## src/rtl/lsv_pkg.sv

```systemverilog
// Package with shared types, constants and lookup tables for the log-softmax block.
package lsv_pkg;

    localparam int MAX_LEN_DEFAULT = 64;
    localparam int VAL_W = 16;
    localparam int SUM_W = 23;
    localparam int LN2_Q16 = 45426;

    typedef enum logic [2:0] {
        ST_LOAD,
        ST_SUM,
        ST_LN,
        ST_OUT
    } lsv_state_t;

    // Commands from the controller to the datapath.
    typedef struct packed {
        logic store;     // write the accepted element and update the maximum
        logic clr_rd;    // restart the read pointer
        logic sum_step;  // issue one read and accumulate one exp term
        logic ln_start;  // compute ln of the finished sum
        logic out_step;  // issue one read for the output pass
        logic clear;     // return count, maximum and sum to reset values
    } lsv_cmd_t;

    // Status from the datapath to the controller.
    typedef struct packed {
        logic rd_done;   // every stored element has been read
        logic sum_idle;  // no exp term is still in flight
        logic ln_done;   // ln result is ready
        logic out_idle;  // output pipeline and skid register are empty
        logic out_room;  // output side can take another read
    } lsv_sts_t;

    function automatic logic [16:0] exp_int(input logic [3:0] i);
        unique case (i)
            4'd0: exp_int = 17'd65536;
            4'd1: exp_int = 17'd24109;
            4'd2: exp_int = 17'd8869;
            4'd3: exp_int = 17'd3263;
            4'd4: exp_int = 17'd1200;
            4'd5: exp_int = 17'd442;
            4'd6: exp_int = 17'd162;
            4'd7: exp_int = 17'd60;
            4'd8: exp_int = 17'd22;
            4'd9: exp_int = 17'd8;
            4'd10: exp_int = 17'd3;
            4'd11: exp_int = 17'd1;
            default: exp_int = 17'd0;
        endcase
    endfunction

    function automatic logic [16:0] exp_hi(input logic [3:0] i);
        unique case (i)
            4'd0: exp_hi = 17'd65536;
            4'd1: exp_hi = 17'd61565;
            4'd2: exp_hi = 17'd57835;
            4'd3: exp_hi = 17'd54331;
            4'd4: exp_hi = 17'd51039;
            4'd5: exp_hi = 17'd47947;
            4'd6: exp_hi = 17'd45042;
            4'd7: exp_hi = 17'd42313;
            4'd8: exp_hi = 17'd39750;
            4'd9: exp_hi = 17'd37341;
            4'd10: exp_hi = 17'd35079;
            4'd11: exp_hi = 17'd32952;
            4'd12: exp_hi = 17'd30957;
            4'd13: exp_hi = 17'd29081;
            4'd14: exp_hi = 17'd27319;
            default: exp_hi = 17'd25664;
        endcase
    endfunction

    function automatic logic [16:0] exp_lo(input logic [3:0] i);
        unique case (i)
            4'd0: exp_lo = 17'd65536;
            4'd1: exp_lo = 17'd65280;
            4'd2: exp_lo = 17'd65026;
            4'd3: exp_lo = 17'd64772;
            4'd4: exp_lo = 17'd64520;
            4'd5: exp_lo = 17'd64268;
            4'd6: exp_lo = 17'd64018;
            4'd7: exp_lo = 17'd63768;
            4'd8: exp_lo = 17'd63520;
            4'd9: exp_lo = 17'd63272;
            4'd10: exp_lo = 17'd63025;
            4'd11: exp_lo = 17'd62780;
            4'd12: exp_lo = 17'd62535;
            4'd13: exp_lo = 17'd62291;
            4'd14: exp_lo = 17'd62048;
            default: exp_lo = 17'd61806;
        endcase
    endfunction

    function automatic logic [15:0] ln_tab(input logic [4:0] i);
        unique case (i)
            5'd0: ln_tab = 16'd0;
            5'd1: ln_tab = 16'd3973;
            5'd2: ln_tab = 16'd7719;
            5'd3: ln_tab = 16'd11262;
            5'd4: ln_tab = 16'd14624;
            5'd5: ln_tab = 16'd17821;
            5'd6: ln_tab = 16'd20870;
            5'd7: ln_tab = 16'd23783;
            5'd8: ln_tab = 16'd26573;
            5'd9: ln_tab = 16'd29248;
            5'd10: ln_tab = 16'd31818;
            5'd11: ln_tab = 16'd34292;
            5'd12: ln_tab = 16'd36675;
            5'd13: ln_tab = 16'd38975;
            5'd14: ln_tab = 16'd41196;
            5'd15: ln_tab = 16'd43345;
            default: ln_tab = 16'd45426;
        endcase
    endfunction

endpackage

```

## src/rtl/log_softmax_vector_top.sv

```systemverilog
// Top level of the log-softmax vector block.
//
// Elements arrive on the s_ stream, one signed Q7.8 value per request, with
// s_tuser marking the final element of a vector. Up to MAX_LEN elements are
// stored; extra ones are dropped but a final flag still ends the vector.
// After the final element the block reads the store once to sum exp(x-max),
// computes ln of the sum, then reads the store again and emits
// one result per element on the m_ stream, m_tuser marking the last one.
// While loading, s_tready stays high. In the output pass each result walks
// a memory read, a subtract stage, the output register and its acceptance
// before the next read is issued.
// No input is taken until the last result of a vector has been delivered.
// A stall on m_tready simply holds the output register and the pass waits.
// Reset (aresetn low, synchronous) clears the count, maximum, sum and all
// valid bits; the element store needs no clearing.
module log_softmax_vector_top #(
    parameter int MAX_LEN = lsv_pkg::MAX_LEN_DEFAULT
) (
    input  logic        aclk,
    input  logic        aresetn,
    input  logic        s_tvalid,
    output logic        s_tready,
    input  logic [15:0] s_tdata,   // [15:0] value
    input  logic        s_tuser,   // [0] last
    output logic        m_tvalid,
    input  logic        m_tready,
    output logic [15:0] m_tdata,   // [15:0] log_prob
    output logic        m_tuser    // [0] last_res
);
    import lsv_pkg::*;

    lsv_cmd_t cmd;
    lsv_sts_t sts;

    lsv_ctrl u_ctrl (
        .aclk     (aclk),
        .aresetn  (aresetn),
        .in_req   (s_tvalid && s_tready),
        .in_last  (s_tuser),
        .sts      (sts),
        .in_ready (s_tready),
        .cmd      (cmd)
    );

    lsv_dp #(.MAX_LEN(MAX_LEN)) u_dp (
        .aclk      (aclk),
        .aresetn   (aresetn),
        .cmd       (cmd),
        .in_value  (s_tdata),
        .sts       (sts),
        .out_valid (m_tvalid),
        .out_ready (m_tready),
        .out_prob  (m_tdata),
        .out_last  (m_tuser)
    );
endmodule

```

## src/rtl/lsv_ctrl.sv

```systemverilog
// Controller state machine that sequences the load, sum, ln and output passes.
module lsv_ctrl (
    input  logic              aclk,
    input  logic              aresetn,
    input  logic              in_req,
    input  logic              in_last,
    input  lsv_pkg::lsv_sts_t sts,
    output logic              in_ready,
    output lsv_pkg::lsv_cmd_t cmd
);
    import lsv_pkg::*;

    lsv_state_t state_reg, state_next;

    always_ff @(posedge aclk) begin
        if (!aresetn) begin
            state_reg <= ST_LOAD;
        end else begin
            state_reg <= state_next;
        end
    end

    // Next state.
    always_comb begin
        state_next = state_reg;
        unique case (state_reg)
            ST_LOAD: begin
                if (in_req && in_last) state_next = ST_SUM;
            end
            ST_SUM: begin
                if (sts.rd_done && sts.sum_idle) state_next = ST_LN;
            end
            ST_LN: begin
                if (sts.ln_done) state_next = ST_OUT;
            end
            ST_OUT: begin
                if (sts.rd_done && sts.out_idle) state_next = ST_LOAD;
            end
            default: state_next = ST_LOAD;
        endcase
    end

    // Outputs.
    always_comb begin
        cmd = '0;
        in_ready = 1'b0;
        unique case (state_reg)
            ST_LOAD: begin
                in_ready  = 1'b1;
                cmd.store = in_req;
                cmd.clr_rd = 1'b1;
            end
            ST_SUM: begin
                cmd.sum_step = !sts.rd_done;
                if (sts.rd_done && sts.sum_idle) begin
                    cmd.ln_start = 1'b1;
                    cmd.clr_rd = 1'b1;
                end
            end
            ST_LN: begin
                cmd.clr_rd = 1'b1;
            end
            ST_OUT: begin
                cmd.out_step = !sts.rd_done && sts.out_room;
                cmd.clear = sts.rd_done && sts.out_idle;
            end
            default: ;
        endcase
    end

`ifndef SYNTHESIS
    a_no_store_busy: assert property (@(posedge aclk) disable iff (!aresetn)
        cmd.store |-> state_reg == ST_LOAD) else $error("store outside load");
    a_sum_to_ln: assert property (@(posedge aclk) disable iff (!aresetn)
        (state_reg == ST_SUM && state_next == ST_LN) |-> sts.sum_idle)
        else $error("ln started with terms in flight");
    a_out_exit: assert property (@(posedge aclk) disable iff (!aresetn)
        (state_reg == ST_OUT && state_next == ST_LOAD) |-> sts.out_idle)
        else $error("left output pass early");
`endif
endmodule

```

## src/rtl/lsv_dp.sv

```systemverilog
// Datapath: element memory, maximum, exp accumulation, ln unit and output stage.
module lsv_dp #(
    parameter int MAX_LEN = lsv_pkg::MAX_LEN_DEFAULT
) (
    input  logic              aclk,
    input  logic              aresetn,
    input  lsv_pkg::lsv_cmd_t cmd,
    input  logic [15:0]       in_value,
    output lsv_pkg::lsv_sts_t sts,
    output logic              out_valid,
    input  logic              out_ready,
    output logic [15:0]       out_prob,
    output logic              out_last
);
    import lsv_pkg::*;

    localparam int AW = (MAX_LEN > 1) ? $clog2(MAX_LEN) : 1;
    localparam int CW = $clog2(MAX_LEN + 1);

    logic [15:0]       mem [MAX_LEN];
    logic [CW-1:0]     cnt_reg;
    logic signed [15:0] max_reg;
    logic [CW-1:0]     rd_reg;
    logic [15:0]       rdata_reg;

    // Sum pipeline valid bits and data.
    logic              s1_v_reg, s2_v_reg, s3_v_reg;
    logic [15:0]       s2_d_reg;
    logic [32:0]       s2_p_reg;
    logic [33:0]       s3_p_reg;
    logic [SUM_W-1:0]  sum_reg;

    // Ln unit.
    logic [2:0]        ln_ph_reg;
    logic [21:0]       f_reg;
    logic [2:0]        k_reg;
    logic [15:0]       lt_reg;
    logic [16:0]       dif_reg;
    logic [34:0]       lp_reg;
    logic [19:0]       ln_reg;

    // Output pipeline.
    logic              o1_v_reg, o2_v_reg;
    logic              o1_l_reg, o2_l_reg;
    logic [24:0]       o2_q_reg;
    logic              sk_v_reg;
    logic [15:0]       sk_d_reg;
    logic              sk_l_reg;

    logic              rd_en;
    logic [15:0]       d_cur;

    assign rd_en = cmd.sum_step || cmd.out_step;
    assign d_cur = 16'(max_reg - $signed(rdata_reg));

    // Element memory with registered read.
    always_ff @(posedge aclk) begin
        if (cmd.store && cnt_reg < CW'(MAX_LEN)) begin
            mem[cnt_reg[AW-1:0]] <= in_value;
        end
        if (rd_en) begin
            rdata_reg <= mem[rd_reg[AW-1:0]];
        end
    end

    // Count, maximum and read pointer.
    always_ff @(posedge aclk) begin
        if (!aresetn || cmd.clear) begin
            cnt_reg <= '0;
            max_reg <= 16'sh8000;
        end else if (cmd.store && cnt_reg < CW'(MAX_LEN)) begin
            cnt_reg <= cnt_reg + 1'b1;
            if ($signed(in_value) > max_reg) max_reg <= $signed(in_value);
        end
        if (!aresetn || cmd.clr_rd) begin
            rd_reg <= '0;
        end else if (rd_en) begin
            rd_reg <= rd_reg + 1'b1;
        end
    end

    // Exp term pipeline: table lookup, two multiplies, accumulate.
    always_ff @(posedge aclk) begin
        if (!aresetn) begin
            s1_v_reg <= 1'b0;
            s2_v_reg <= 1'b0;
            s3_v_reg <= 1'b0;
            sum_reg  <= '0;
        end else begin
            s1_v_reg <= cmd.sum_step;
            s2_v_reg <= s1_v_reg;
            s3_v_reg <= s2_v_reg;
            if (cmd.clear) begin
                sum_reg <= '0;
            end else if (s3_v_reg) begin
                sum_reg <= sum_reg + SUM_W'((s3_p_reg + 34'd32768) >> 16);
            end
        end
        s2_d_reg <= d_cur;
        s2_p_reg <= (d_cur[15:8] >= 8'd12) ? 33'd0
                    : 33'(exp_int(d_cur[11:8])) * 33'(exp_hi(d_cur[7:4]));
        s3_p_reg <= 34'(17'((s2_p_reg + 33'd32768) >> 16)) * 34'(exp_lo(s2_d_reg[3:0]));
    end

    // Ln of the sum in a few phases: normalize, look up, multiply, add.
    logic [SUM_W-1:0] s_cl;
    logic [2:0]       p_sel;
    always_comb begin
        s_cl = (sum_reg < SUM_W'(65536)) ? SUM_W'(65536) : sum_reg;
        p_sel = 3'd0;
        for (int b = 17; b <= 22; b++) begin
            if (s_cl[b]) p_sel = 3'(b - 16);
        end
    end

    always_ff @(posedge aclk) begin
        if (!aresetn) begin
            ln_ph_reg <= '0;
        end else if (cmd.ln_start) begin
            ln_ph_reg <= 3'd1;
        end else if (ln_ph_reg != 3'd0 && ln_ph_reg != 3'd4) begin
            ln_ph_reg <= ln_ph_reg + 1'b1;
        end else if (cmd.clear) begin
            ln_ph_reg <= '0;
        end
        if (cmd.ln_start) begin
            f_reg <= 22'(s_cl << (3'd6 - p_sel));
            k_reg <= p_sel;
        end
        if (ln_ph_reg == 3'd1) begin
            lt_reg  <= ln_tab({1'b0, f_reg[21:18]});
            dif_reg <= 17'(ln_tab({1'b0, f_reg[21:18]} + 5'd1))
                       - 17'(ln_tab({1'b0, f_reg[21:18]}));
        end
        if (ln_ph_reg == 3'd2) begin
            lp_reg <= 35'(dif_reg) * 35'(f_reg[17:0]);
        end
        if (ln_ph_reg == 3'd3) begin
            ln_reg <= 20'(k_reg) * 20'(LN2_Q16) + 20'(lt_reg)
                      + 20'((lp_reg + 35'd131072) >> 18);
        end
    end

    // Output pipeline with a skid register at the port.
    logic o_take;
    assign o_take = !sk_v_reg || out_ready;
    always_ff @(posedge aclk) begin
        if (!aresetn) begin
            o1_v_reg <= 1'b0;
            o2_v_reg <= 1'b0;
            sk_v_reg <= 1'b0;
        end else begin
            o1_v_reg <= cmd.out_step;
            o2_v_reg <= o1_v_reg;
            if (o_take) sk_v_reg <= o2_v_reg;
        end
        o1_l_reg <= (rd_reg + 1'b1 == cnt_reg);
        o2_l_reg <= o1_l_reg;
        o2_q_reg <= (25'(d_cur) << 8) + 25'(ln_reg) + 25'd128;
        if (o_take) begin
            sk_d_reg <= 16'(17'h10000 - ((o2_q_reg[24:8] > 17'd32768) ? 17'd32768
                                          : o2_q_reg[24:8]));
            sk_l_reg <= o2_l_reg;
        end
    end

    // Allow a new read only when no item is in flight and the skid register is empty.
    logic [1:0] inflight;
    assign inflight = 2'(o1_v_reg) + 2'(o2_v_reg);

    assign sts.rd_done  = (rd_reg >= cnt_reg);
    assign sts.sum_idle = !s1_v_reg && !s2_v_reg && !s3_v_reg;
    assign sts.ln_done  = (ln_ph_reg == 3'd4);
    assign sts.out_idle = !o1_v_reg && !o2_v_reg && !sk_v_reg;
    assign sts.out_room = (inflight == 2'd0) && !sk_v_reg;

    assign out_valid = sk_v_reg;
    assign out_prob  = sk_d_reg;
    assign out_last  = sk_l_reg;

`ifndef SYNTHESIS
    a_cnt_bound: assert property (@(posedge aclk) disable iff (!aresetn)
        cnt_reg <= CW'(MAX_LEN)) else $error("count overflow");
    a_no_overrun: assert property (@(posedge aclk) disable iff (!aresetn)
        (sk_v_reg && !out_ready) |=> sk_v_reg) else $error("result dropped");
    a_mix: assert property (@(posedge aclk) disable iff (!aresetn)
        !(cmd.sum_step && cmd.out_step)) else $error("two passes at once");
`endif
endmodule

```

## config.mk

```make
export PLATFORM = sky130hd
export DESIGN_NAME = log_softmax_vector_top
export DESIGN_NICKNAME = d
export VERILOG_FILES = /design/src/rtl/lsv_pkg.sv /design/src/rtl/log_softmax_vector_top.sv /design/src/rtl/lsv_ctrl.sv /design/src/rtl/lsv_dp.sv
export SDC_FILE = /design/constraint.sdc
export NUM_CORES = 2
export LEC_CHECK = 0
export BUFFER_PORTS_ARGS = -buffer_cell sky130_fd_sc_hd__buf_2
export CAP_MARGIN = 40
export CORE_ASPECT_RATIO = 2
export CORE_MARGIN = 1.5
export CORE_UTILIZATION = 59
export DETAILED_ROUTE_END_ITERATION = 10
export GPL_TIMING_DRIVEN = 1
export HOLD_SLACK_MARGIN = 0.12
export PLACE_DENSITY = 0.78
export REMOVE_ABC_BUFFERS = 1
export SYNTH_ARGS = -nofsm -noshare
export SYNTH_HDL_FRONTEND = slang
export SYNTH_SLANG_ARGS = --single-unit
```

## constraint.sdc

```tcl
create_clock -name aclk -period 7.7 [get_ports aclk]
set_clock_uncertainty 0.1 [all_clocks]
set_input_delay 1.925 -clock aclk [delete_from_list [all_inputs] [get_ports aclk]]
set_output_delay 1.925 -clock aclk [all_outputs]
set_load 0.03 [all_outputs]
```

==> impl_metrics.csv <==
group,metric,value,unit
status,status,"finished with violations",
logic_synthesis,synth.distinct_cells,100,
logic_synthesis,ys_seq_elements,1295,
clock_network,htreeDepth,3,
cells_and_area,nets,7803,
timing,timing.final.crit_share,1.06,
logic_synthesis,synth_warnings,0,
placement,dp_hpwl,156000,um
run,max-cap-violations,0,
worst_setup_path,crit_slowest_cell,"fa_2",
timing,hold_viol,0,
drt,wl,214000,um
logic_synthesis,synthCells,6236,
status,violations,"setup timing",
logic_synthesis,syn_avg_cell_area,13.1,um2
drt,initialDrtViolationCount,3712,
logic_synthesis,synth_top_cell_by_area,"edfxtp_1",
logic_synthesis,ys_top_cells_by_area,"edfxtp_1 (42%), fa_1 (16%), mux4_2 (9.4%)",
timing,timing.setup.tns,-4690,ps
clock_network,clock_sinks,1295,
timing,rsz0062_at_grt,"true",
placement,finalWeightedCongestion,0.998,
logic_synthesis,synth-main-ff-cell,"edfxtp_1",
clock_network,cts_tree,"yes",
floorplanning,row_count,193,
clock_network,insertion_delay,760,ps
clock_network,cts-root-buf,"clkbuf_16",
logic_synthesis,async_flop_share,0,
cells_and_area,drive_gt1_frac,0.182,
drt,drtAntennaViolNets,0,
timing,maxSlewHeadroom,0.312,
drt,dr.pass1.iters,6,
worst_setup_path,path_max_fanout,7,
grt,grt_pass1_wl,325000,um
timing,fin_hold_ws,240,ps
worst_setup_path,end_kind,"flop",
clock_network,clkTransAtPathRegs,70,ps
drt,drt-vias-per-instance,5.96,
logic_synthesis,synth_edf_count,1146,
floorplanning,start_util,0.593,
worst_setup_path,worstPathRequired,8140,ps
logic_synthesis,post-synth-top-area-fraction,0.420,
grt,grt_util_all_layers,0.312,
drt,avgRoutedWirePerCell,25.0,um
timing,fmax,122,MHz
logic_synthesis,syn_area,0.0819,mm2
placement,numPlacedInstances,8325,
min_path,holdPathStages,0,
timing,report.final.setup_viol,15,
min_path,hold_class,"reg -> reg",
placement,portBuffers,39,
cells_and_area,largest_reg_flops,1024,
worst_setup_path,worstSetupPathType,"reg -> reg",
clock_network,numCtsBuffers,106,
floorplanning,dieArea,0.141,mm2
grt,grt_max_degree,119,
cells_and_area,area_growth,11.8,%
worst_setup_path,startpoint_type,"flop",
grt,grt_overflow,0,
timing,setup_ws,-493,ps
grt,antenna_found_initial,6,
floorplanning,ios,40,
timing,slew_viol_final,0,
timing,tightest_slew,1030,ps
clock_network,clock_path_buffers,3,
floorplanning,fp.dieH,530,um
worst_setup_path,rr_worst_depth,35,
clock_network,cts.hold.buffers_added,0,
cells_and_area,final_cells,8560,
cells_and_area,final_cell_area,0.0916,mm2
grt,grt_pass1_vias,55779,
cells_and_area,final_cell_mix,"edfxtp_1 (1,146), inv_1 (864), fa_1 (639), nand2_1 (584), ha_1 (506)",
cells_and_area,layout_commonest_cell,"edfxtp_1",
timing,period_minus_slack,8190,ps
drt,vias,51038,
drt,drc,0,
placement,postPlaceCellArea,0.0870,mm2
floorplanning,core,0.138,mm2
floorplanning,die_w,266,um
worst_setup_path,cp_slowest_stage_delay,550,ps
worst_setup_path,critPathArrivalTime,8630,ps
logic_synthesis,ys_seq_area_frac,0.457,
## layer usage
metal | wire (um) | part of all wire | vias up | global-route usage
met5 | 27 | 0.00013 | - | 0
met4 | 19200 | 0.090 | 4 | 0.237
met3 | 11100 | 0.052 | 834 | 0.0396
met2 | 118000 | 0.55 | 2092 | 0.590
met1 | 65300 | 0.31 | 25877 | 0.304
li1 | - | - | 22231 | -
## metrics by stage
stage,setup WS (ps),util
final,-493,0.663
after global routing,-805,0.663
after CTS,-518,0.661
after detailed placement,-1170,0.630
after global placement,-1130,0.628
after floorplan,-5740,-
## worst max-delay path, delay by kind of cell (launching register included)
family          cells  cell delay, ps
simple gates        5             740
flops               1             400
buf+inv             9             850
fa+ha+maj           8            3080
xor+xnor            1             170
compound gates     11            2350
mux                 1             330
## cells in the mapped netlist, types with 48 or more instances
cell type	n
a21o_1	48
nand3_1	82
dfxtp_1	149
edfxtp_1	1146
mux2i_1	75
clkbuf_1	176
nor2_1	400
inv_1	871
nor3_1	55
fa_1	653
a21oi_1	110
ha_1	517
xnor2_1	141
nand2_1	595
mux4_2	342
xor2_1	65
o21ai_0	104
and2_1	192
## kinds of logic after synthesis
group,count (synthesis),share of synthesized area
and+or+nand+nor,1528,0.0857
DFF,1295,0.457
adders and majority gates,1172,0.239
buffers and inverters,1120,0.0524
AOI/OAI and AO/OA,488,0.0397
muxes,427,0.105
xor gates and xnor gates,206,0.0220
## cell type report
cell class | count | area (um2)
fill | 9808 | 46500
multi-input combinational | 3821 | 40900
sequential | 1295 | 37400
timing repair buffer | 511 | 4080
inverter | 877 | 3300
clock buffer | 125 | 2790
tap | 1852 | 2320
clock inverter | 76 | 818
antenna | 3 | 7.51
## worst paths after layout
check                              start                      endpoint  slack [ps]
max          u_dp.rdata_reg[1]$_DFFE_PP_  u_dp.s2_p_reg[31]$_SDFF_PP0_        -490
min                u_dp.o1_l_reg$_DFF_P_         u_dp.o2_l_reg$_DFF_P_         240
max reg2reg  u_dp.rdata_reg[1]$_DFFE_PP_  u_dp.s2_p_reg[31]$_SDFF_PP0_        -490
min reg2reg        u_dp.o1_l_reg$_DFF_P_         u_dp.o2_l_reg$_DFF_P_         240
## what timing repair did
item | CTS | global route
setup endpoints to repair | 18 | 22
resized for setup | 116 | 57
pin swaps | 54 | 59
gates cloned | 1 | 1
setup buffers | 26 | 5
Power is left out: the tool's default activity adds up to more than one toggle a clock period on the data nets, which glitch-free logic cannot reach.
